`config.mk`:
```
export PLATFORM = sky130hd
export DESIGN_NAME = key_click_gesture_detector_unit
export DESIGN_NICKNAME = d
export VERILOG_FILES = /design/src/sv/kcg_pkg.sv /design/src/sv/kcg_cfg_regs.sv /design/src/sv/kcg_phase_fsm.sv /design/src/sv/key_click_gesture_detector_unit.sv
export VERILOG_INCLUDE_DIRS = /design/src /design/src/sv
export SDC_FILE = /design/constraint.sdc
export NUM_CORES = 1
export LEC_CHECK = 0
export BUFFER_PORTS_ARGS = -buffer_cell sky130_fd_sc_hd__buf_4
export CAP_MARGIN = 25
export CORE_MARGIN = 2
export CORE_UTILIZATION = 50
export CTS_CLUSTER_DIAMETER = 60
export DETAILED_ROUTE_END_ITERATION = 7
export PLACE_DENSITY = 0.68
export SYNTH_ARGS = -nofsm -noshare
export SYNTH_HDL_FRONTEND = slang
export SYNTH_SLANG_ARGS = --single-unit
export TNS_END_PERCENT = 100
```
`constraint.sdc`:
```
create_clock -name i_clk -period 4.5 [get_ports i_clk]
set_input_delay 0.225 -clock i_clk [delete_from_list [all_inputs] [get_ports i_clk]]
set_output_delay 0.225 -clock i_clk [all_outputs]
set_load 0.05 [all_outputs]
```
`src/sv/key_click_gesture_detector_unit_macros.svh`:
```
// -----------------------------------------------------------------------------
// key_click_gesture_detector_unit_macros.svh
// Assertion helpers shared by the key click gesture detector RTL.
// -----------------------------------------------------------------------------
`ifndef KEY_CLICK_GESTURE_DETECTOR_UNIT_MACROS_SVH
`define KEY_CLICK_GESTURE_DETECTOR_UNIT_MACROS_SVH

// Check that cond_a implies cond_b on the same clock edge, outside reset.
`define KCG_ASSERT_IMPLIES(lbl, cond_a, cond_b, msg) \
    lbl: assert property (@(posedge i_clk) disable iff (!i_rst_n) \
        (cond_a) |-> (cond_b)) else $error(msg);

// Check that cond never holds, outside reset.
`define KCG_ASSERT_NEVER(lbl, cond, msg) \
    lbl: assert property (@(posedge i_clk) disable iff (!i_rst_n) \
        !(cond)) else $error(msg);

`endif

```
`src/sv/kcg_pkg.sv`:
```
// -----------------------------------------------------------------------------
// kcg_pkg
// Shared types and constants of the key click gesture detector.
// -----------------------------------------------------------------------------
package kcg_pkg;

    localparam int TIME_W    = 16;
    localparam int CFG_IDX_W = 8;

    // Configuration register indexes
    localparam logic [CFG_IDX_W-1:0] CFG_SCAN_PERIOD    = 8'd0;
    localparam logic [CFG_IDX_W-1:0] CFG_LONG_PRESS     = 8'd1;
    localparam logic [CFG_IDX_W-1:0] CFG_DOUBLE_WINDOW  = 8'd2;
    localparam logic [CFG_IDX_W-1:0] CFG_SECOND_TIMEOUT = 8'd3;
    localparam logic [CFG_IDX_W-1:0] CFG_REPEAT_INTV    = 8'd4;

    // Reset values of the configuration registers, in milliseconds
    localparam logic [TIME_W-1:0] RST_SCAN_PERIOD    = 16'd20;
    localparam logic [TIME_W-1:0] RST_LONG_PRESS     = 16'd1000;
    localparam logic [TIME_W-1:0] RST_DOUBLE_WINDOW  = 16'd300;
    localparam logic [TIME_W-1:0] RST_SECOND_TIMEOUT = 16'd1000;
    localparam logic [TIME_W-1:0] RST_REPEAT_INTV    = 16'd200;

    typedef logic [TIME_W-1:0] t_time;

    typedef struct packed {
        t_time scan_period_ms;
        t_time long_press_ms;
        t_time double_click_window_ms;
        t_time second_press_timeout_ms;
        t_time repeat_interval_ms;
    } t_cfg;

    typedef struct packed {
        logic double_click_event;
        logic click_event;
        logic repeat_event;
        logic long_press_event;
        logic up_event;
        logic down_event;
    } t_events;

endpackage

```
`src/sv/kcg_cfg_regs.sv`:
```
// -----------------------------------------------------------------------------
// kcg_cfg_regs
// Timing configuration registers, written through the configuration channel.
// -----------------------------------------------------------------------------
module kcg_cfg_regs
    import kcg_pkg::*;
(
    input  logic                 i_clk,
    input  logic                 i_rst_n,
    input  logic                 i_cfg_valid,
    input  logic [CFG_IDX_W-1:0] i_cfg_index,
    input  logic [TIME_W-1:0]    i_cfg_data,
    output t_cfg                 o_cfg
);

    t_cfg r_cfg;

    // Write the addressed register, drop writes beyond the list
    always_ff @(posedge i_clk) begin
        if (!i_rst_n) begin
            r_cfg.scan_period_ms          <= RST_SCAN_PERIOD;
            r_cfg.long_press_ms           <= RST_LONG_PRESS;
            r_cfg.double_click_window_ms  <= RST_DOUBLE_WINDOW;
            r_cfg.second_press_timeout_ms <= RST_SECOND_TIMEOUT;
            r_cfg.repeat_interval_ms      <= RST_REPEAT_INTV;
        end else if (i_cfg_valid) begin
            unique case (i_cfg_index)
                CFG_SCAN_PERIOD:    r_cfg.scan_period_ms          <= i_cfg_data;
                CFG_LONG_PRESS:     r_cfg.long_press_ms           <= i_cfg_data;
                CFG_DOUBLE_WINDOW:  r_cfg.double_click_window_ms  <= i_cfg_data;
                CFG_SECOND_TIMEOUT: r_cfg.second_press_timeout_ms <= i_cfg_data;
                CFG_REPEAT_INTV:    r_cfg.repeat_interval_ms      <= i_cfg_data;
                default: begin
                end
            endcase
        end
    end

    assign o_cfg = r_cfg;

endmodule

```
`src/sv/kcg_phase_fsm.sv`:
```
// -----------------------------------------------------------------------------
// kcg_phase_fsm
// Key phase machine: countdown, edge detection and gesture event decode.
// -----------------------------------------------------------------------------
module kcg_phase_fsm
    import kcg_pkg::*;
(
    input  logic    i_clk,
    input  logic    i_rst_n,
    input  logic    i_step,
    input  logic    i_pin_level,
    input  t_cfg    i_cfg,
    output t_events o_events
);

    typedef enum logic [2:0] {
        PH_FREE     = 3'd0,
        PH_PRESSED  = 3'd1,
        PH_RELEASED = 3'd2,
        PH_LONG     = 3'd3,
        PH_WAIT2    = 3'd4
    } t_phase;

    t_phase  r_phase;
    t_phase  n_phase;
    logic    r_was_pressed;
    t_time   r_remaining;
    t_time   n_remaining;
    t_time   w_counted;
    logic    w_pressed;
    logic    w_expired;
    t_events w_ev;

    assign w_pressed = ~i_pin_level;

    // Saturating countdown by one scan period
    assign w_counted = (r_remaining > i_cfg.scan_period_ms)
                     ? t_time'(r_remaining - i_cfg.scan_period_ms) : '0;
    assign w_expired = (w_counted == '0);

    // Edges, then phase transitions
    always_comb begin
        w_ev             = '0;
        w_ev.down_event  = ~r_was_pressed & w_pressed;
        w_ev.up_event    = r_was_pressed & ~w_pressed;
        n_phase          = r_phase;
        n_remaining      = w_counted;
        unique case (r_phase)
            PH_PRESSED: begin
                if (!w_pressed) begin
                    n_remaining = i_cfg.double_click_window_ms;
                    n_phase     = PH_RELEASED;
                end else if (w_expired) begin
                    w_ev.long_press_event = 1'b1;
                    n_remaining           = i_cfg.repeat_interval_ms;
                    n_phase               = PH_LONG;
                end
            end
            PH_RELEASED: begin
                if (w_pressed) begin
                    n_remaining = i_cfg.second_press_timeout_ms;
                    n_phase     = PH_WAIT2;
                end else if (w_expired) begin
                    w_ev.click_event = 1'b1;
                    n_phase          = PH_FREE;
                end
            end
            PH_LONG: begin
                if (!w_pressed) begin
                    n_phase = PH_FREE;
                end else if (w_expired) begin
                    w_ev.repeat_event = 1'b1;
                    n_remaining       = i_cfg.repeat_interval_ms;
                end
            end
            PH_WAIT2: begin
                if (!w_pressed) begin
                    w_ev.double_click_event = 1'b1;
                    n_phase                 = PH_FREE;
                end else if (w_expired) begin
                    // no reload: the running count carries into long press
                    n_phase = PH_LONG;
                end
            end
            default: begin
                if (w_pressed) begin
                    n_remaining = i_cfg.long_press_ms;
                    n_phase     = PH_PRESSED;
                end else begin
                    n_phase = PH_FREE;
                end
            end
        endcase
    end

    // Advance the state on each processed tick
    always_ff @(posedge i_clk) begin
        if (!i_rst_n) begin
            r_phase       <= PH_FREE;
            r_was_pressed <= 1'b0;
            r_remaining   <= '0;
        end else if (i_step) begin
            r_phase       <= n_phase;
            r_was_pressed <= w_pressed;
            r_remaining   <= n_remaining;
        end
    end

    assign o_events = w_ev;

endmodule

```
`src/sv/key_click_gesture_detector_unit.sv`:
```
// -----------------------------------------------------------------------------
// key_click_gesture_detector_unit
// Key gesture detector: turns sampled key pin ticks into gesture event flags.
// -----------------------------------------------------------------------------
// Usage:
//   Slave stream: one beat per scan tick, tdata[0] is the sampled active-low
//   key pin. Master stream: one beat per tick with six event flags.
//   Configuration channel: index 0..4 selects scan period, long-press time,
//   double-click window, second-press timeout and repeat interval (16-bit ms);
//   other indexes are ignored. Write only while the stream is idle.
//   Path: an accepted tick is held in the input register, then its events
//   are registered in the result register when the phase machine steps.
//   Throughput: one tick per cycle unless the master stalls; the phase machine
//   steps once per beat, and the input register holds the next tick while a result waits.
//   Reset: phase free, key released, countdown zero, registers to defaults,
//   both stream sides empty.
//   Stall: when the master side holds tready low, the result beat holds, the
//   input register fills, then tready on the slave side drops until the
//   result is taken.
// -----------------------------------------------------------------------------
module key_click_gesture_detector_unit
    import kcg_pkg::*;
(
    input  logic                 i_clk,
    input  logic                 i_rst_n,
    // slave stream
    input  logic                 i_s_axis_tvalid,
    output logic                 o_s_axis_tready,
    input  logic [7:0]           i_s_axis_tdata,   // [0] pin_level, [7:1] zero
    // master stream
    output logic                 o_m_axis_tvalid,
    input  logic                 i_m_axis_tready,
    // [0] down_event, [1] up_event, [2] long_press_event, [3] repeat_event,
    // [4] click_event, [5] double_click_event, [7:6] zero
    output logic [7:0]           o_m_axis_tdata,
    // configuration write channel
    input  logic                 i_cfg_valid,
    output logic                 o_cfg_ready,
    input  logic [CFG_IDX_W-1:0] i_cfg_index,
    input  logic [TIME_W-1:0]    i_cfg_data
);

`include "key_click_gesture_detector_unit_macros.svh"

    t_cfg    w_cfg;
    t_events w_events;
    logic    r_in_valid;
    logic    r_in_pin;
    logic    r_out_valid;
    t_events r_out_events;
    logic    w_step;
    logic    w_in_take;

    assign o_cfg_ready = 1'b1;

    kcg_cfg_regs u_cfg_regs (
        .i_clk       (i_clk),
        .i_rst_n     (i_rst_n),
        .i_cfg_valid (i_cfg_valid),
        .i_cfg_index (i_cfg_index),
        .i_cfg_data  (i_cfg_data),
        .o_cfg       (w_cfg)
    );

    // Process the held tick when the result slot is free or being drained
    assign w_step          = r_in_valid & (~r_out_valid | i_m_axis_tready);
    assign o_s_axis_tready = ~r_in_valid | w_step;
    assign w_in_take       = i_s_axis_tvalid & o_s_axis_tready;

    kcg_phase_fsm u_phase_fsm (
        .i_clk       (i_clk),
        .i_rst_n     (i_rst_n),
        .i_step      (w_step),
        .i_pin_level (r_in_pin),
        .i_cfg       (w_cfg),
        .o_events    (w_events)
    );

    // Input register: capture the incoming beat
    always_ff @(posedge i_clk) begin
        if (!i_rst_n) begin
            r_in_valid <= 1'b0;
        end else if (w_in_take) begin
            r_in_valid <= 1'b1;
        end else if (w_step) begin
            r_in_valid <= 1'b0;
        end
    end

    always_ff @(posedge i_clk) begin
        if (w_in_take) begin
            r_in_pin <= i_s_axis_tdata[0];
        end
    end

    // Result register: load on a step, drop when the beat is taken
    always_ff @(posedge i_clk) begin
        if (!i_rst_n) begin
            r_out_valid <= 1'b0;
        end else if (w_step) begin
            r_out_valid <= 1'b1;
        end else if (i_m_axis_tready) begin
            r_out_valid <= 1'b0;
        end
    end

    always_ff @(posedge i_clk) begin
        if (w_step) begin
            r_out_events <= w_events;
        end
    end

    assign o_m_axis_tvalid = r_out_valid;
    assign o_m_axis_tdata  = {2'b00, r_out_events};

    // A tick is never both a press and a release edge
    `KCG_ASSERT_NEVER(a_edge_excl, r_out_valid && r_out_events.down_event && r_out_events.up_event, "down and up on one tick")
    // A double click completes on the release of the second press
    `KCG_ASSERT_IMPLIES(a_dbl_up, r_out_valid && r_out_events.double_click_event, r_out_events.up_event, "double click without release edge")
    // A long press fires only while the key stays held
    `KCG_ASSERT_IMPLIES(a_lp_held, r_out_valid && r_out_events.long_press_event, !r_out_events.down_event && !r_out_events.up_event, "long press on an edge tick")

endmodule
```
### Yosys cells after proc, flatten, opt, wreduce, memory -nomap -nowiden

Index checks and enable logic that the tools add are counted.

| word-level totals | value |
|---|---|
| output and inout port bits | 11 |
| bits of input ports | 37 |
| register bits | 109 |
| logic and storage cells | 72 |

| cells by class | value |
|---|---|
| reduce and logical (&&, ||, !) cells | 11 |
| mux-type cells | 22 |
| add/sub/neg operators | 1 |
| $lt $le $gt $ge | 1 |
| equal/unequal tests | 10 |
| bitwise logic cells | 10 |

Operator list:

| kind | number |
|---|---|
| 16-bit two-way mux | 6 |
| 16-bit one-hot mux with 4 select lines | 1 |
| 3-bit two-way mux | 6 |
| 8-bit by 2-bit == test with 1-bit output, second input constant | 2 |
| 16-bit > comparator | 1 |
| 16-bit zero test | 1 |
| 16-bit subtractor | 1 |
| 3-bit one-hot mux with 4 select lines | 1 |
| 2-bit AND reduction | 6 |
| 8-bit by 1-bit == test with 1-bit output, second input constant | 1 |
| 8-bit by 3-bit == test with 1-bit output, second input constant | 1 |
| 8-bit zero test | 1 |
| 1-bit two-way mux | 8 |
| 3-bit by 2-bit == test with 1-bit output, second input constant | 2 |
| 1-bit AND | 4 |
| 1-bit NOT | 4 |
| 2-bit nonzero test | 2 |
| 3-bit by 1-bit == test with 1-bit output, second input constant | 1 |
| 3-bit == test, second input constant | 1 |
| 3-bit by 2-bit inequality test with 1-bit output, second input constant | 1 |
| 3-bit AND reduction | 1 |
| 2-bit inequality test, second input constant | 1 |
| 1-bit OR | 2 |

### Longest topological paths before layout

Gate-level depths: netlist of the first run.

| logic depth | value |
|---|---|
| word-level depth | 6 |
| mapped depth | 14 |
| depth with buffers taken out | 12 |

### Hierarchy

A second synthesis of the first run with hierarchy kept.

| unflattened totals | value |
|---|---|
| cells, all modules | 731 |
| area, all modules | 6292.3 sq um |

Modules (own cells, without submodules):

| module | seq. area each (sq um) | times used | area each (sq um) | cells each |
|---|---|---|---|---|
| kcg_cfg_regs | 1601.5 | 1 | 3109.2 | 293 |
| kcg_phase_fsm | 400.4 | 1 | 2839.0 | 417 |
| key_click_gesture_detector_unit | 250.2 | 1 | 344.1 | 21 |

### Worst setup path after synthesis of the first run

OpenSTA, ideal clock, no wires.

| path | value |
|---|---|
| kind | register to register |
| start point | register u_phase_fsm.r_remaining[0] |
| end point | register u_phase_fsm.r_remaining[0] |
| required time | 4.414 ns |
| buffers on the path | 1 |
| setup time | 0.086 ns |
| cell stages (with the launch flop) | 14 |
| arrival | 3.331 ns |
| slack | 1.083 ns |
| period minus slack after synthesis | 3.417 ns |
| cell sequence | dfxtp_1 -> inv_1 -> ha_1 -> fa_1 -> nand2b_1 -> a211oi_2 -> o21ai_0 -> a311oi_1 -> o21ai_0 -> nor4_4 -> a21oi_2 -> or3_1 -> buf_2 -> a211oi_1 |

| between the ends | value |
|---|---|
| longest elaborated chain between the ends | 6 |
| elaborated cells on any way between the ends | 10 |
| those cells by class | add/sub (1); order compare (1); mux (7); reduce/logical (1) |

RTL lines:

| item | RTL line | source |
|---|---|---|
| start, declared | kcg_phase_fsm.sv:27 | `t_time r_remaining;` |
| start signal, assigned | kcg_phase_fsm.sv:105 | `r_remaining <= n_remaining;` |
| 16-bit subtractor / 16-bit > comparator (equally long branches) | kcg_phase_fsm.sv:38, kcg_phase_fsm.sv:37 |  |
| 16-bit two-way mux * | kcg_phase_fsm.sv:38 | `? t_time'(r_remaining - i_cfg.scan_period_ms) : '0;` |
| 16-bit zero test | kcg_phase_fsm.sv:39 | `assign w_expired = (w_counted == '0);` |
| 16-bit two-way mux | kcg_phase_fsm.sv:53, kcg_phase_fsm.sv:71 |  |
| 16-bit two-way mux (on tied branches) | kcg_phase_fsm.sv:69, kcg_phase_fsm.sv:50 |  |
| 16-bit one-hot mux with 4 select lines * | kcg_phase_fsm.sv:48 | `unique case (r_phase)` |

Mark *: on every way between the ends. The rest lies on a longest branch, timed or not.
A chain may end at the register's enable or synchronous reset.

### Final worst setup path of the first run

| path | value |
|---|---|
| start point | register u_phase_fsm.r_remaining[0] |
| end point | register u_phase_fsm.r_remaining[11] |

The elaborated chain is that of the path after synthesis.

==> results summary, run 1 <==
The first-pass GRT wire length came out at 30.5 mm. The terminus of the critical flop-to-flop path is u_phase_fsm.r_remaining[11]. CTS built an H-tree with a depth of 3. The tightest min-delay check is of the input port to flip-flop type. The count of boundary I/O pins came out at between 40 and 50. The slew at the pin with the worst max-slew slack is 1.05 ns. The cell area after layout is 6910 µm². The detailed placer's ending HPWL came out at 13.5 mm. Of all flip-flops after synthesis, the portion carrying an async set or reset was 0%. The instance area after placement came out at 6620 µm². The flow ran to the end, and the final reports show no timing, DRC or antenna violations. The final global-route overflow total is 0. The area enclosed by the die boundary is 13,400 µm².

The final hold violation count came out at 0. The number of DRC markers in iteration 0 came out at 708. Setup repair after global routing left no endpoint under its margin. The synthesis-stage register bit count is 109. The number of slew-limit violations in the final report is 0. The per-instance average area after synthesis came out at approximately 7.7 µm².

The worst setup path is of the flip-flop to flip-flop kind. The leading register cell type out of synthesis is sky130_fd_sc_hd__dfxtp_1. The number of CTS-inserted buffers came out at 9. The wire length per cell after detailed routing came out at a little under 20 µm. The cell area after synthesis is 6250 µm². The maximum count of clock buffers along a single path came out at 2. The placeable core area is 12,100 µm². The worst setup path is captured at a flip-flop. The initial core utilization came out at 51.6%.

The count of buffering cells on the critical path with inverters included is 2. The net total in the final layout is 873. The worst-case reg-to-reg path depth came out at 13. The area added between synthesis and finish came out at 10.5%.

In this run the power density over the cells is 379 nW/µm². For flop-to-flop paths, the worst setup slack is 0.54 ns. The static leakage is 2.73 nW. The final critical-path required period came out at ~4 ns. The netlist uses around 70 different library cells. The worst hold path begins at i_s_axis_tdata[0]. The first-pass detailed-route iteration total is 5. Wires add up to between 15 and 20 mm. The worst setup path is launched from a flip-flop. Entering global routing, the biggest net connects 75 pins. The most frequent cell on the critical path is sky130_fd_sc_hd__o21ai_0.

The row count is 40. The number of antenna cells inserted came out at 0. The clock-pin slew on the worst setup and hold paths came out at 0.08 ns. The post-route antenna net violation count is 0. The number of clock sinks seen by CTS is 109. The number of global-route vias before repair came out at 5,792. During synthesis, Yosys emitted a total of 0 warnings. The total of endpoints with negative setup slack in the final report is 0. The x dimension of the die is 116 µm. The detailed router placed 6,198 vias in this run. The start of the worst register-to-register path is u_phase_fsm.r_remaining[0].

Counting instances, the worst hold path has a depth of 1. The number of enable flip-flop cells after synthesis came out at 7. Traced cell by cell, the critical path runs through inv_1 > ha_1 > fa_1 > nand2b_1 > a211oi_2 > o21ai_0 > a311oi_1 > buf_4 > o21ai_0 > nor4_4 > a21oi_2 > or3_1 > a211oi_1. The area share of the largest cell type after synthesis came out at 32.7%.

The maximum vdd ir drop came out at 0.176 mV. The share of post-route cells with drive strength above 1 is roughly 10%. TritonCTS built the clock tree.

At the worst endpoint, the required time is around 4.8 ns. Yosys attributes the largest share of cell area to sky130_fd_sc_hd__dfxtp_1 33%, sky130_fd_sc_hd__nand2_1 11%, sky130_fd_sc_hd__a21boi_0 4.6%, sky130_fd_sc_hd__nor2_1 3.4%, sky130_fd_sc_hd__a21oi_1 3.4%. In the synthesized netlist, the cells that appear most often are 189 x sky130_fd_sc_hd__nand2_1, 102 x sky130_fd_sc_hd__dfxtp_1, 57 x sky130_fd_sc_hd__nor2_1. The worst-case hold path end point is r_in_pin. The final hold slack is 0.0481 ns. The sequential area share after synthesis is 36.0%. The floorplan step set the die height to roughly 120 µm. The clock reaches the later pin of the worst-skew pair after around 0.35 ns. The post-cts hold buffer count is 0. In the routed design, unresolved DRC markers number 0. The count of maximum capacitance violations came out at 0. In the finished design, the share of the clock period the worst path needs comes to between 80% and 90%. The buffer count from post-CTS setup fixing is 0.

The count of mapped cells out of synthesis is ~800. After clock tree synthesis, the repair step resized 0 gates. Port buffering added 37 buffers.

By instance count, the leading cell after synthesis is sky130_fd_sc_hd__nand2_1. Data arrives at the worst endpoint at 4.23 ns. For the final routed database, the setup TNS stands at 0 ns. The slowest stage of the critical path belongs to the cell sky130_fd_sc_hd__or3_1. The per-cell via count in the routed design came out at 6.25. Clock tree synthesis selected as its root buffer the cell sky130_fd_sc_hd__clkbuf_16.

The largest single stage delay on the critical path is approximately 0.5 ns. The number of antenna violations at the first check in global routing is 0. The weighted congestion reported at the end of routability-driven placement is 0.934. The relative max-transition margin came out at between 20% and 30%.

The highest fanout seen on the critical path is 10. The total global-route track usage is a little under 30%. The library cell occupying the most area in the post-synthesis netlist is sky130_fd_sc_hd__dfxtp_1. The highest clock rate is 252 MHz.

Grouping stages by cell kind, the critical path spends the most delay in compound AO/OA/AOI/OAI gates. The clock skew after layout came out at 0.0102 ns.
[worst max-delay path by stage]
stage                               start                           to  slack [ns]  cells past startpoint
2_1_floorplan  u_phase_fsm.r_remaining[0]   u_phase_fsm.r_remaining[0]        1.08                     13
3_3_place_gp   u_phase_fsm.r_remaining[0]  u_phase_fsm.r_remaining[10]        0.75                     13
3_5_place_dp   u_phase_fsm.r_remaining[0]  u_phase_fsm.r_remaining[11]        0.63                     13
4_1_cts        u_phase_fsm.r_remaining[0]  u_phase_fsm.r_remaining[11]        0.57                     13
5_1_grt        u_phase_fsm.r_remaining[0]  u_phase_fsm.r_remaining[11]        0.22                     13
6_report       u_phase_fsm.r_remaining[0]  u_phase_fsm.r_remaining[11]        0.54                     13
[sequential cells by signal, summed over array words and instances (netlist names)]
| name | count |
|---|---|
| u_phase_fsm.r_was_pressed | 1 |
| o_m_axis_tdata | 6 |
| u_phase_fsm.r_remaining | 16 |
| o_m_axis_tvalid | 1 |
| u_phase_fsm.r_phase | 3 |
| u_cfg_regs.o_cfg | 80 |
| r_in_valid | 1 |
| r_in_pin | 1 |
[cells in the final DEF (no fill, tap or decap), types with 4 or more instances in the layout]
| cell | n |
|---|---|
| sky130_fd_sc_hd__a211o_1 | 4 |
| sky130_fd_sc_hd__a211oi_1 | 14 |
| sky130_fd_sc_hd__a21boi_0 | 38 |
| sky130_fd_sc_hd__a21o_1 | 9 |
| sky130_fd_sc_hd__a21oi_1 | 42 |
| sky130_fd_sc_hd__a221o_1 | 6 |
| sky130_fd_sc_hd__a221oi_1 | 13 |
| sky130_fd_sc_hd__a31oi_1 | 15 |
| sky130_fd_sc_hd__and2_1 | 6 |
| sky130_fd_sc_hd__and3_1 | 10 |
| sky130_fd_sc_hd__buf_4 | 48 |
| sky130_fd_sc_hd__clkbuf_16 | 9 |
| sky130_fd_sc_hd__dfxtp_1 | 102 |
| sky130_fd_sc_hd__edfxtp_1 | 7 |
| sky130_fd_sc_hd__ha_1 | 16 |
| sky130_fd_sc_hd__inv_1 | 28 |
| sky130_fd_sc_hd__mux2i_1 | 19 |
| sky130_fd_sc_hd__nand2_1 | 189 |
| sky130_fd_sc_hd__nand2b_1 | 7 |
| sky130_fd_sc_hd__nand3_1 | 26 |
| sky130_fd_sc_hd__nand3b_1 | 4 |
| sky130_fd_sc_hd__nor2_1 | 57 |
| sky130_fd_sc_hd__nor2b_1 | 5 |
| sky130_fd_sc_hd__nor3_1 | 6 |
| sky130_fd_sc_hd__nor4_1 | 8 |
| sky130_fd_sc_hd__o2111ai_1 | 4 |
| sky130_fd_sc_hd__o211ai_1 | 8 |
| sky130_fd_sc_hd__o21ai_0 | 41 |
| sky130_fd_sc_hd__or2_2 | 5 |
| sky130_fd_sc_hd__xnor2_1 | 4 |
[area by class of cell]
class / instances / area [µm²]
clock inverter: 7 / 70.1
tap: 168 / 210
multi-input combinational: 622 / 3680
clock buffer: 9 / 225
fill: 1169 / 5200
sequential: 109 / 2250
inverter: 29 / 109
timing repair buffer: 48 / 360
[per-stage QoR]
| stage | total power, W | cells | worst slack, ns | utilization, % |
|---|---|---|---|---|
| detailed placement | 0.00183 | 976 | 0.629 | 54.6 |
| finish | 0.00262 | 992 | 0.536 | 57.1 |
| global placement | 0.00181 | 976 | 0.747 | 54.6 |
| floorplan | 0.00159 | 815 | 1.08 | - |
| CTS | 0.00260 | 992 | 0.566 | 57.1 |
| global route | 0.00273 | 992 | 0.221 | 57.1 |
[cell families after synthesis]
family / after synthesis / share of synthesized area (%)
AND/OR/NAND/NOR: 346 / 25.1
AO/OA/AOI/OAI: 228 / 25.5
flip-flops: 109 / 36.0
buffers and inverters: 84 / 5.42
multiplexers: 21 / 3.40
adder cells (fa/ha/maj): 17 / 3.52
XOR/XNOR: 7 / 0.980
other: 2 / 0.120
[power breakdown]
group          total, W  leakage [nW]  internal, W  switching (W)
combinational  0.000818          1.70     0.000260       0.000558
sequential      0.00102         0.894     0.000999      0.0000220
clock          0.000782         0.141     0.000390       0.000393
[routing by layer]
layer / routed length (µm) / global-route usage (%) / part of all wire, % / up-vias
met4: 379 / 9.21 / 2.0 / 0
li1: - / - / - / 2909
met3: 1680 / 4.39 / 8.8 / 39
met2: 8520 / 46.1 / 45 / 305
met5: 0 / 0 / 0 / -
met1: 8510 / 41.8 / 45 / 2945
No activity file was read; power rests on OpenSTA's default activity.
==> run 2, diff against run 1 <==
- ABC_AREA: unset -> 1
- SKIP_CTS_REPAIR_TIMING: unset -> 1
==> run 2 against run 1 <==
- die area grew 3.0%
- area after synthesis grew 3.1%
- cell area up 3.0%
- synthesized cell count increased by 25%
- routed wire length shrank 6.8%
- first-iteration DRC count fell by 20%
- maximum frequency is 18% higher
- register-to-register slack better by 0.61 ns
- core utilization down 0.65 points
- count of clock-buffer cells in the layout is 1 higher
- critical path type unchanged
- largest cell class unchanged
- highest routed layer unchanged
==> results summary, run 2 <==
The routed wire length on met2 is approximately 7.6 mm. The per-cell via count in the routed design came out at 5.28. The final layout contains 1,083 nets.

The post-synthesis async set-or-reset flop share is 0%. The critical path is of the flip-flop to flip-flop type. The number of inserted filler cells in the final layout is ~1,300. The final global-route overflow total is 0. The number of cells on the worst reg-to-reg path is 21. Yosys instantiated no cell more often than sky130_fd_sc_hd__nand2_1. The instance area after placement is ~7000 µm². Internal power comes to 0.00168 W. The synthesized design spends more area on one cell type than any other, namely sky130_fd_sc_hd__dfxtp_1. The run finished with clean final reports. The number of global-route vias before repair is between 5,000 and 6,000. The path class of the tightest hold or removal check is input port to flip-flop. Per report_power, the sequential group accounts for 39.6% of the total. The floorplan die height came out at ~120 µm. The cell sitting at the root of the clock tree is a sky130_fd_sc_hd__clkbuf_16. The mapped netlist covers 6450 µm². In the synthesized netlist the dominant register cell turns out to be sky130_fd_sc_hd__dfxtp_1. For this run, the top clock speed supported by timing is 298 MHz.

The count of boundary I/O pins came out at 48. IR analysis of the VDD net gives a maximum drop of 0.173 mV. The final hold violation count came out at 0. The yosys synthesis warning count came out at 0. The total area of multi-input combinational cells is 3380 µm². The first-pass GRT wire length is 29.0 mm. The number of DRC markers in iteration 0 came out at 567. The x dimension of the die is 118 µm. The initial core utilization is around half.

Of all nets on the critical path, the largest fanout is 9. The top cell types in the final layout, fill and taps aside, are 196 x sky130_fd_sc_hd__nand2_1, 161 x sky130_fd_sc_hd__nor2_1, 142 x sky130_fd_sc_hd__inv_1. The highest metal layer carrying signal wires in the routed design is met4. Counting instances in the post-synthesis netlist gives the leading cell types as 196 x sky130_fd_sc_hd__nand2_1, 161 x sky130_fd_sc_hd__nor2_1, 142 x sky130_fd_sc_hd__inv_1.

The number of enable flip-flop cells after synthesis came out at 7. The total wirelength of the detailed-routed design is 17.8 mm. The count of maximum capacitance violations came out at 0. Once detailed placement completed, the half-perimeter wirelength came to 12.5 mm. Detailed routing inserted a total of 6,367 vias. The clock-pin slew on the worst setup and hold paths came out at around 0.07 ns. The row count is between 40 and 50. The sequential area share after synthesis is a little over a third. The synthesis-stage register bit count came out at 109. The register with the most flip-flops in the layout has 80 of them. Data on the critical path is required at its endpoint by 4.75 ns.

The utilization of the core after routing came out at 56.4%. The final worst-path cycle share is 74.5%. At the pin with the least slew margin, the transition time is ~0.94 ns. The worst pin sits at a relative slew slack of 36.8%. The maximum count of clock buffers along a single path is 2. Clock tree synthesis found a total of ~110 sinks. Data on the critical path arrives at its endpoint at roughly 3.6 ns. The area enclosed by the die boundary is 13,800 µm². The number of antenna violations at the first check in global routing came out at 0. Sorting the synthesized cells by area gives the leading types as sky130_fd_sc_hd__dfxtp_1 32%, sky130_fd_sc_hd__nand2_1 11%, sky130_fd_sc_hd__nor2_1 9.4%, sky130_fd_sc_hd__inv_1 8.3%, sky130_fd_sc_hd__o21ai_0 7.5%. The detail route stage leaves a number of antenna-violating nets equal to 0. The post-layout total power came out at approximately 0.0025 W. Setup violations remaining at the end of the flow were counted as 0.

The H-tree depth came out at 3. In this run switching power makes up around a third of total power. In this run the tool buffered the top-level ports with 37 buffer cells.

The cell area after layout came out at 7120 µm². After synthesis, the largest area contributor takes up around a third of total cell area. The wire length per cell after detailed routing is 14.8 µm. The power spent charging and discharging nets is 0.000852 W. The number of CTS-inserted buffers is 9. The worst setup path is captured at a flip-flop. The area added between synthesis and finish came out at 10.4%. Setup repair after global routing left no endpoint under its margin. The weighted congestion reported at the end of routability-driven placement is 0.922. Of the total power, the clock network draws ~34%. After technology mapping, the gate count stands at 1,016. The worst path needs 3.35 ns of the cycle, external delays included. The combined flip-flop and latch cell area is 2250 µm². The routed length on met1 came out at 8.55 mm. Across the routed clock network, the largest skew measured is 0.00751 ns. The cell depth of the worst hold path is 1. The maximum number of pins on one net before global-route repair is 86. The clock insertion delay at the later pin of the skew report is 0.35 ns. The final routed DRC violation total came out at 0. The floorplan step defined a core boundary enclosing 12,600 µm². The first-pass detailed-route iteration total came out at 5.

The met3 wirelength from detailed routing came out at 1.41 mm. The count of unique library cells instantiated by Yosys is 40. Summed over all failing endpoints, the final setup total negative slack is 0 ns. The number of antenna cells inserted came out at 0. Of the total power, combinational logic draws 26.7%. TritonCTS built the clock tree.

The number of slew-limit violations in the final report is 0. The library cell used most frequently in the layout, excluding fill and tap cells, is sky130_fd_sc_hd__nand2_1. In this run the static leakage power is between 3 and 4 nW.

STA classifies the critical path startpoint as a flip-flop. Dividing total power by cell area gives a power density of 356 nW/µm². The per-instance average area after synthesis is 6.35 µm². The total global-route track usage came out at 25.7%.

The share of post-route cells with drive strength above 1 came out at 8.70%.
-- run 2: changes by cell type in the layout (fill, tap and decap cells not counted), sizes merged, moves of 10 or more --
| cell | delta |
|---|---|
| a211oi | -15 |
| a21boi | -38 |
| a21oi | +18 |
| a221oi | -13 |
| a31oi | -14 |
| and3 | -10 |
| inv | +125 |
| mux2i | -19 |
| nand2 | +11 |
| nand3 | +59 |
| nand4 | +15 |
| nor2 | +107 |
| o211ai | +10 |
| o21ai | +58 |
-- run 2: power groups by stage --
| stage | Combinational [W] | Sequential (W) | Clock (W) |
|---|---|---|---|
| floorplan | 0.000479 | 0.00103 | 0 |
| global placement | 0.000654 | 0.00103 | 0 |
| finish | 0.000676 | 0.00100 | 0.000855 |
| global route | 0.000753 | 0.00101 | 0.000902 |
| detailed placement | 0.000658 | 0.00103 | 0 |
| CTS | 0.000663 | 0.00100 | 0.000864 |
-- run 2: final cells by class --
cell class	count	area share, %
repair buffers	47	5.01
well taps	172	3.02
clock inverters	6	1.20
inverters	161	8.49
clock buffers	10	3.22
multi-input cells	701	47.4
flip-flops and latches	109	31.6
-- run 2: routing by layer --
layer / GRT usage, % / up-vias
li1: - / 3277
met1: 37.4 / 2850
met2: 39.1 / 223
met3: 5.23 / 17
met4: 6.40 / 0
met5: 0 / -
-- run 2: critical path, cell delays in order (launching register included) --
cell	delay (ns)
sky130_fd_sc_hd__dfxtp_1	0.31
sky130_fd_sc_hd__inv_1	0.05
sky130_fd_sc_hd__ha_1	0.20
sky130_fd_sc_hd__fa_1	0.43
sky130_fd_sc_hd__inv_2	0.10
sky130_fd_sc_hd__nand2_1	0.05
sky130_fd_sc_hd__nand2_1	0.07
sky130_fd_sc_hd__and2_1	0.17
sky130_fd_sc_hd__nand2_1	0.09
sky130_fd_sc_hd__nand3_1	0.08
sky130_fd_sc_hd__nand2_1	0.05
sky130_fd_sc_hd__nand2_1	0.11
sky130_fd_sc_hd__nor2_1	0.10
sky130_fd_sc_hd__nor2_1	0.09
sky130_fd_sc_hd__nand2_1	0.06
sky130_fd_sc_hd__nor2_1	0.49
sky130_fd_sc_hd__buf_4	0.30
sky130_fd_sc_hd__nand4_1	0.10
sky130_fd_sc_hd__nand3_1	0.10
sky130_fd_sc_hd__nand3_1	0.16
sky130_fd_sc_hd__nand2_1	0.10
sky130_fd_sc_hd__inv_1	0.04
-- run 2: stage by stage --
stage | instances | hold slack [ns] | worst slack [ns]
3_5_place_dp | 1190 | 0.407 | 1.21
4_1_cts | 1206 | 0.0447 | 1.19
3_3_place_gp | 1189 | 0.406 | 1.29
5_1_grt | 1206 | 0.0382 | 0.883
6_report | 1206 | 0.0505 | 1.15
2_1_floorplan | 1017 | 0.324 | 1.99
-- run 2: cell families after synthesis --
kind of cell	synth area share, %
fa+ha+maj	3.42
simple gates	32.5
xor+xnor	0.408
compound gates	15.8
buf+inv	12.8
other cells	0.116
flops	34.9
-- run 2: final timing paths --
check / start / to / slack (ns)
min reg2reg: u_cfg_regs.o_cfg[11] / u_cfg_regs.o_cfg[11] / 0.46
min: i_s_axis_tdata[0] / r_in_pin / 0.05
max: u_phase_fsm.r_remaining[0] / u_phase_fsm.r_remaining[10] / 1.15
max reg2reg: u_phase_fsm.r_remaining[0] / u_phase_fsm.r_remaining[10] / 1.15
==> run 3, diff against run 2 <==
- clock period: 4.5 -> 3.1 ns (I/O delays scaled with it)
==> run 3 against run 2 <==
- setup slack got worse by 0.90 ns
- total power is 49% higher
- critical path depth fell by 2
- clock power grew 42%
- routed wire length up 3.5%
- highest routed layer unchanged
- critical endpoint is now u_phase_fsm.r_remaining[6]
- global-route usage is 1.6 points higher
==> results summary, run 3 (same netlist as run 2, synthesis figures left out) <==
The run finished with clean final reports. Leaving out fill and tap cells, the most frequent cell in the layout is sky130_fd_sc_hd__nand2_1. The post-route antenna net violation count is 0. During I/O placement, the number of pins put on the boundary was 48. The worst endpoint required time came out at 3.35 ns. The relative max-transition margin came out at 42.9%. After layout, the worst setup slack is 0.250 ns. Of the cells placed in the final design, the portion with a size suffix greater than 1 is 11.2%. The final layout contains 1,107 nets. The worst-case reg-to-reg path depth is 19. The tree is rooted in a sky130_fd_sc_hd__clkbuf_16. The number of DRC markers in iteration 0 is roughly 670.

The number of CTS-inserted buffers came out at 9. Across every metal layer, demand over resource in global routing totals 27.3%. The H-tree generated during clock tree synthesis spans 3 levels. The final worst-path cycle share came out at approximately nine tenths. The total area of multi-input combinational cells is 3410 µm². The region available for standard cell placement spans 12,600 µm². The number of antenna cells inserted is 0. The cell count after placement came out at 1,212. The number of slew-limit violations in the final report came to 0.

The maximum single-stage delay on the critical path came out at about 0.36 ns. Timing would allow up to 351 MHz. The final routed DRC violation total came out at 0. Dividing total power by cell area gives a power density of between 500 and 600 nW/µm². Setup repair after global routing left no endpoint under its margin. The area enclosed by the die boundary came out at approximately 14,000 µm².

Tracing the worst setup path back leads to its startpoint at u_cfg_regs.o_cfg[76]. The total wirelength of the detailed-routed design came out at between 15 and 20 mm. The number of flip-flops in the largest register is 80.

Across the routed clock network, the largest skew measured is 0.0102 ns. In this run the vertical extent of the chip is between 100 and 150 µm. The cell that appears most often on the critical path is sky130_fd_sc_hd__nand2_1.

The via count is ~6,500. The x dimension of the die came out at 118 µm. The post-layout total power came out at around 0.0038 W.

The worst setup slack before clock tree synthesis is ~0.14 ns. The quantity of I/O buffers inserted on ports is 37. The clock insertion delay at the later pin of the skew report is ~0.36 ns. The number of inserted filler cells in the final layout is about 1,300. Max-cap violations in this run came to 0. No sink is reached through more buffers than the 2 on the longest clock path.

TritonCTS built the clock tree. STA classifies the critical path endpoint as a flip-flop. The clock-pin slew on the worst setup and hold paths is roughly 0.070 ns. The total negative setup slack came out at 0 ns.

The first-pass detailed-route iteration total is 5. The worst register-to-register path ends at u_phase_fsm.r_remaining[6]. In the layout the commonest cells are 195 x sky130_fd_sc_hd__nand2_1, 160 x sky130_fd_sc_hd__nor2_1, 142 x sky130_fd_sc_hd__inv_1. The final global-route overflow total came out at 0. The static leakage is between 3 and 4 nW. In this run the critical register-to-register path is launched from u_cfg_regs.o_cfg[76]. By startpoint and endpoint, the worst setup path is classified as flip-flop to flip-flop. IR analysis of the VDD net gives a maximum drop of 0.355 mV.

The clock period could shrink to 2.85 ns. The critical path goes through inv_1 > ha_1 > nand2_1 > nor2_2 > nand2_2 > nor2_4 > inv_2 > buf_4 > nand3_1 > nand2_1 > nor2_1 > nand2_1 > nor2_4 > buf_12 > nand4_1 > nand3_1 > nand3_1 > nand2_1 > inv_1. Once layout is complete, the cells apart from fillers number 1,230. In this run the worst path has a maximum fanout of 15.

The clock net in this run drives a total of 109 sinks. The per-cell via count in the routed design is 5.30. The area added between synthesis and finish came out at 14.3%. Summing all flip-flop and latch instances after layout gives 2250 µm².

Setup violations remaining at the end of the flow were counted as 0. The number of antenna violations at the first check in global routing came out at 0. In this run the worst setup path terminates at u_phase_fsm.r_remaining[6]. At the pin with the least slew margin, the transition time is approximately 0.85 ns. The wire length per cell after detailed routing came out at 15.0 µm. The first global-routing pass estimated 30.5 mm of wire.

The weighted congestion reported at the end of routability-driven placement is around 0.9. Entering global routing, the biggest net connects 82 pins. The path class of the lowest-slack min-delay path is input port to flip-flop.

The row count is 41. The number of global-route vias before repair is 5,869. The minimum setup slack among reg-to-reg paths came out at 0.25 ns. The detailed placer's ending HPWL came out at 13.1 mm. The final hold violation count is 0. Data arrives at the worst endpoint at 3.11 ns. STA classifies the critical path startpoint as a flip-flop. The initial core utilization came out at 51.1%.

The critical path's slowest cell is sky130_fd_sc_hd__ha_1.
==> run 3: cell types whose count changed in the layout (fill, tap and decap cells not counted), moves of 2 or more <==
cell	before	now
sky130_fd_sc_hd__nand3_1	81	79
sky130_fd_sc_hd__buf_12	0	3
sky130_fd_sc_hd__buf_4	46	67
sky130_fd_sc_hd__a21oi_2	2	0
sky130_fd_sc_hd__clkbuf_8	0	2
sky130_fd_sc_hd__a21oi_4	0	2
sky130_fd_sc_hd__nand3_2	4	6
==> run 3: layer usage <==
layer  share of wire (%)  up-vias  global-route usage (%)
li1                    -     3324                       -
met1                  49     2944                    40.7
met2                  43      229                    40.5
met3                 6.8       22                    5.09
met4                 1.3        0                    6.78
met5                   0        -                       0
==> run 3: how the worst min path moves through the flow <==
stage	depth (start not counted)	slack [ns]	from	end
global placement	1	0.33	i_s_axis_tdata[0]	r_in_pin
global route	3	0.04	i_cfg_data[2]	u_cfg_regs.o_cfg[66]
CTS	1	-0.04	i_s_axis_tdata[0]	r_in_pin
floorplan	0	0.25	i_s_axis_tdata[0]	r_in_pin
detailed placement	1	0.33	i_s_axis_tdata[0]	r_in_pin
finish	3	0.03	i_cfg_data[2]	u_cfg_regs.o_cfg[66]
==> run 3: per-stage QoR <==
| stage | util [%] | hold WS (ns) | area (µm²) |
|---|---|---|---|
| final | 58.4 | 0.0307 | 7370 |
| after global routing | 58.4 | 0.0442 | 7370 |
| after CTS | 57.9 | -0.0379 | 7300 |
| after detailed placement | 55.4 | 0.335 | 6990 |
| after global placement | 55.4 | 0.334 | 6990 |
| after floorplan | - | 0.254 | 6450 |
==> run 3: final cells by class <==
class | count | share of cell area (%)
clock buffers | 12 | 3.48
multi-input cells | 701 | 46.3
repair buffers | 71 | 7.78
clock inverters | 4 | 0.747
well taps | 172 | 2.92
inverters | 161 | 8.20
flip-flops and latches | 109 | 30.6
==> run 3: where the power goes <==
group          switching [W]  internal, W  leakage (nW)
sequential         0.0000170      0.00144         0.895
clock               0.000532     0.000676         0.149
combinational       0.000714     0.000390          2.54
total                0.00126      0.00251          3.58
==> run 3: critical path, delay by kind of cell (launching register included) <==
kind | cells | cell delay, ns
and+or+nand+nor | 13 | 1.59
buffers and inverters | 5 | 0.49
adders and majority gates | 1 | 0.36
DFF | 1 | 0.31
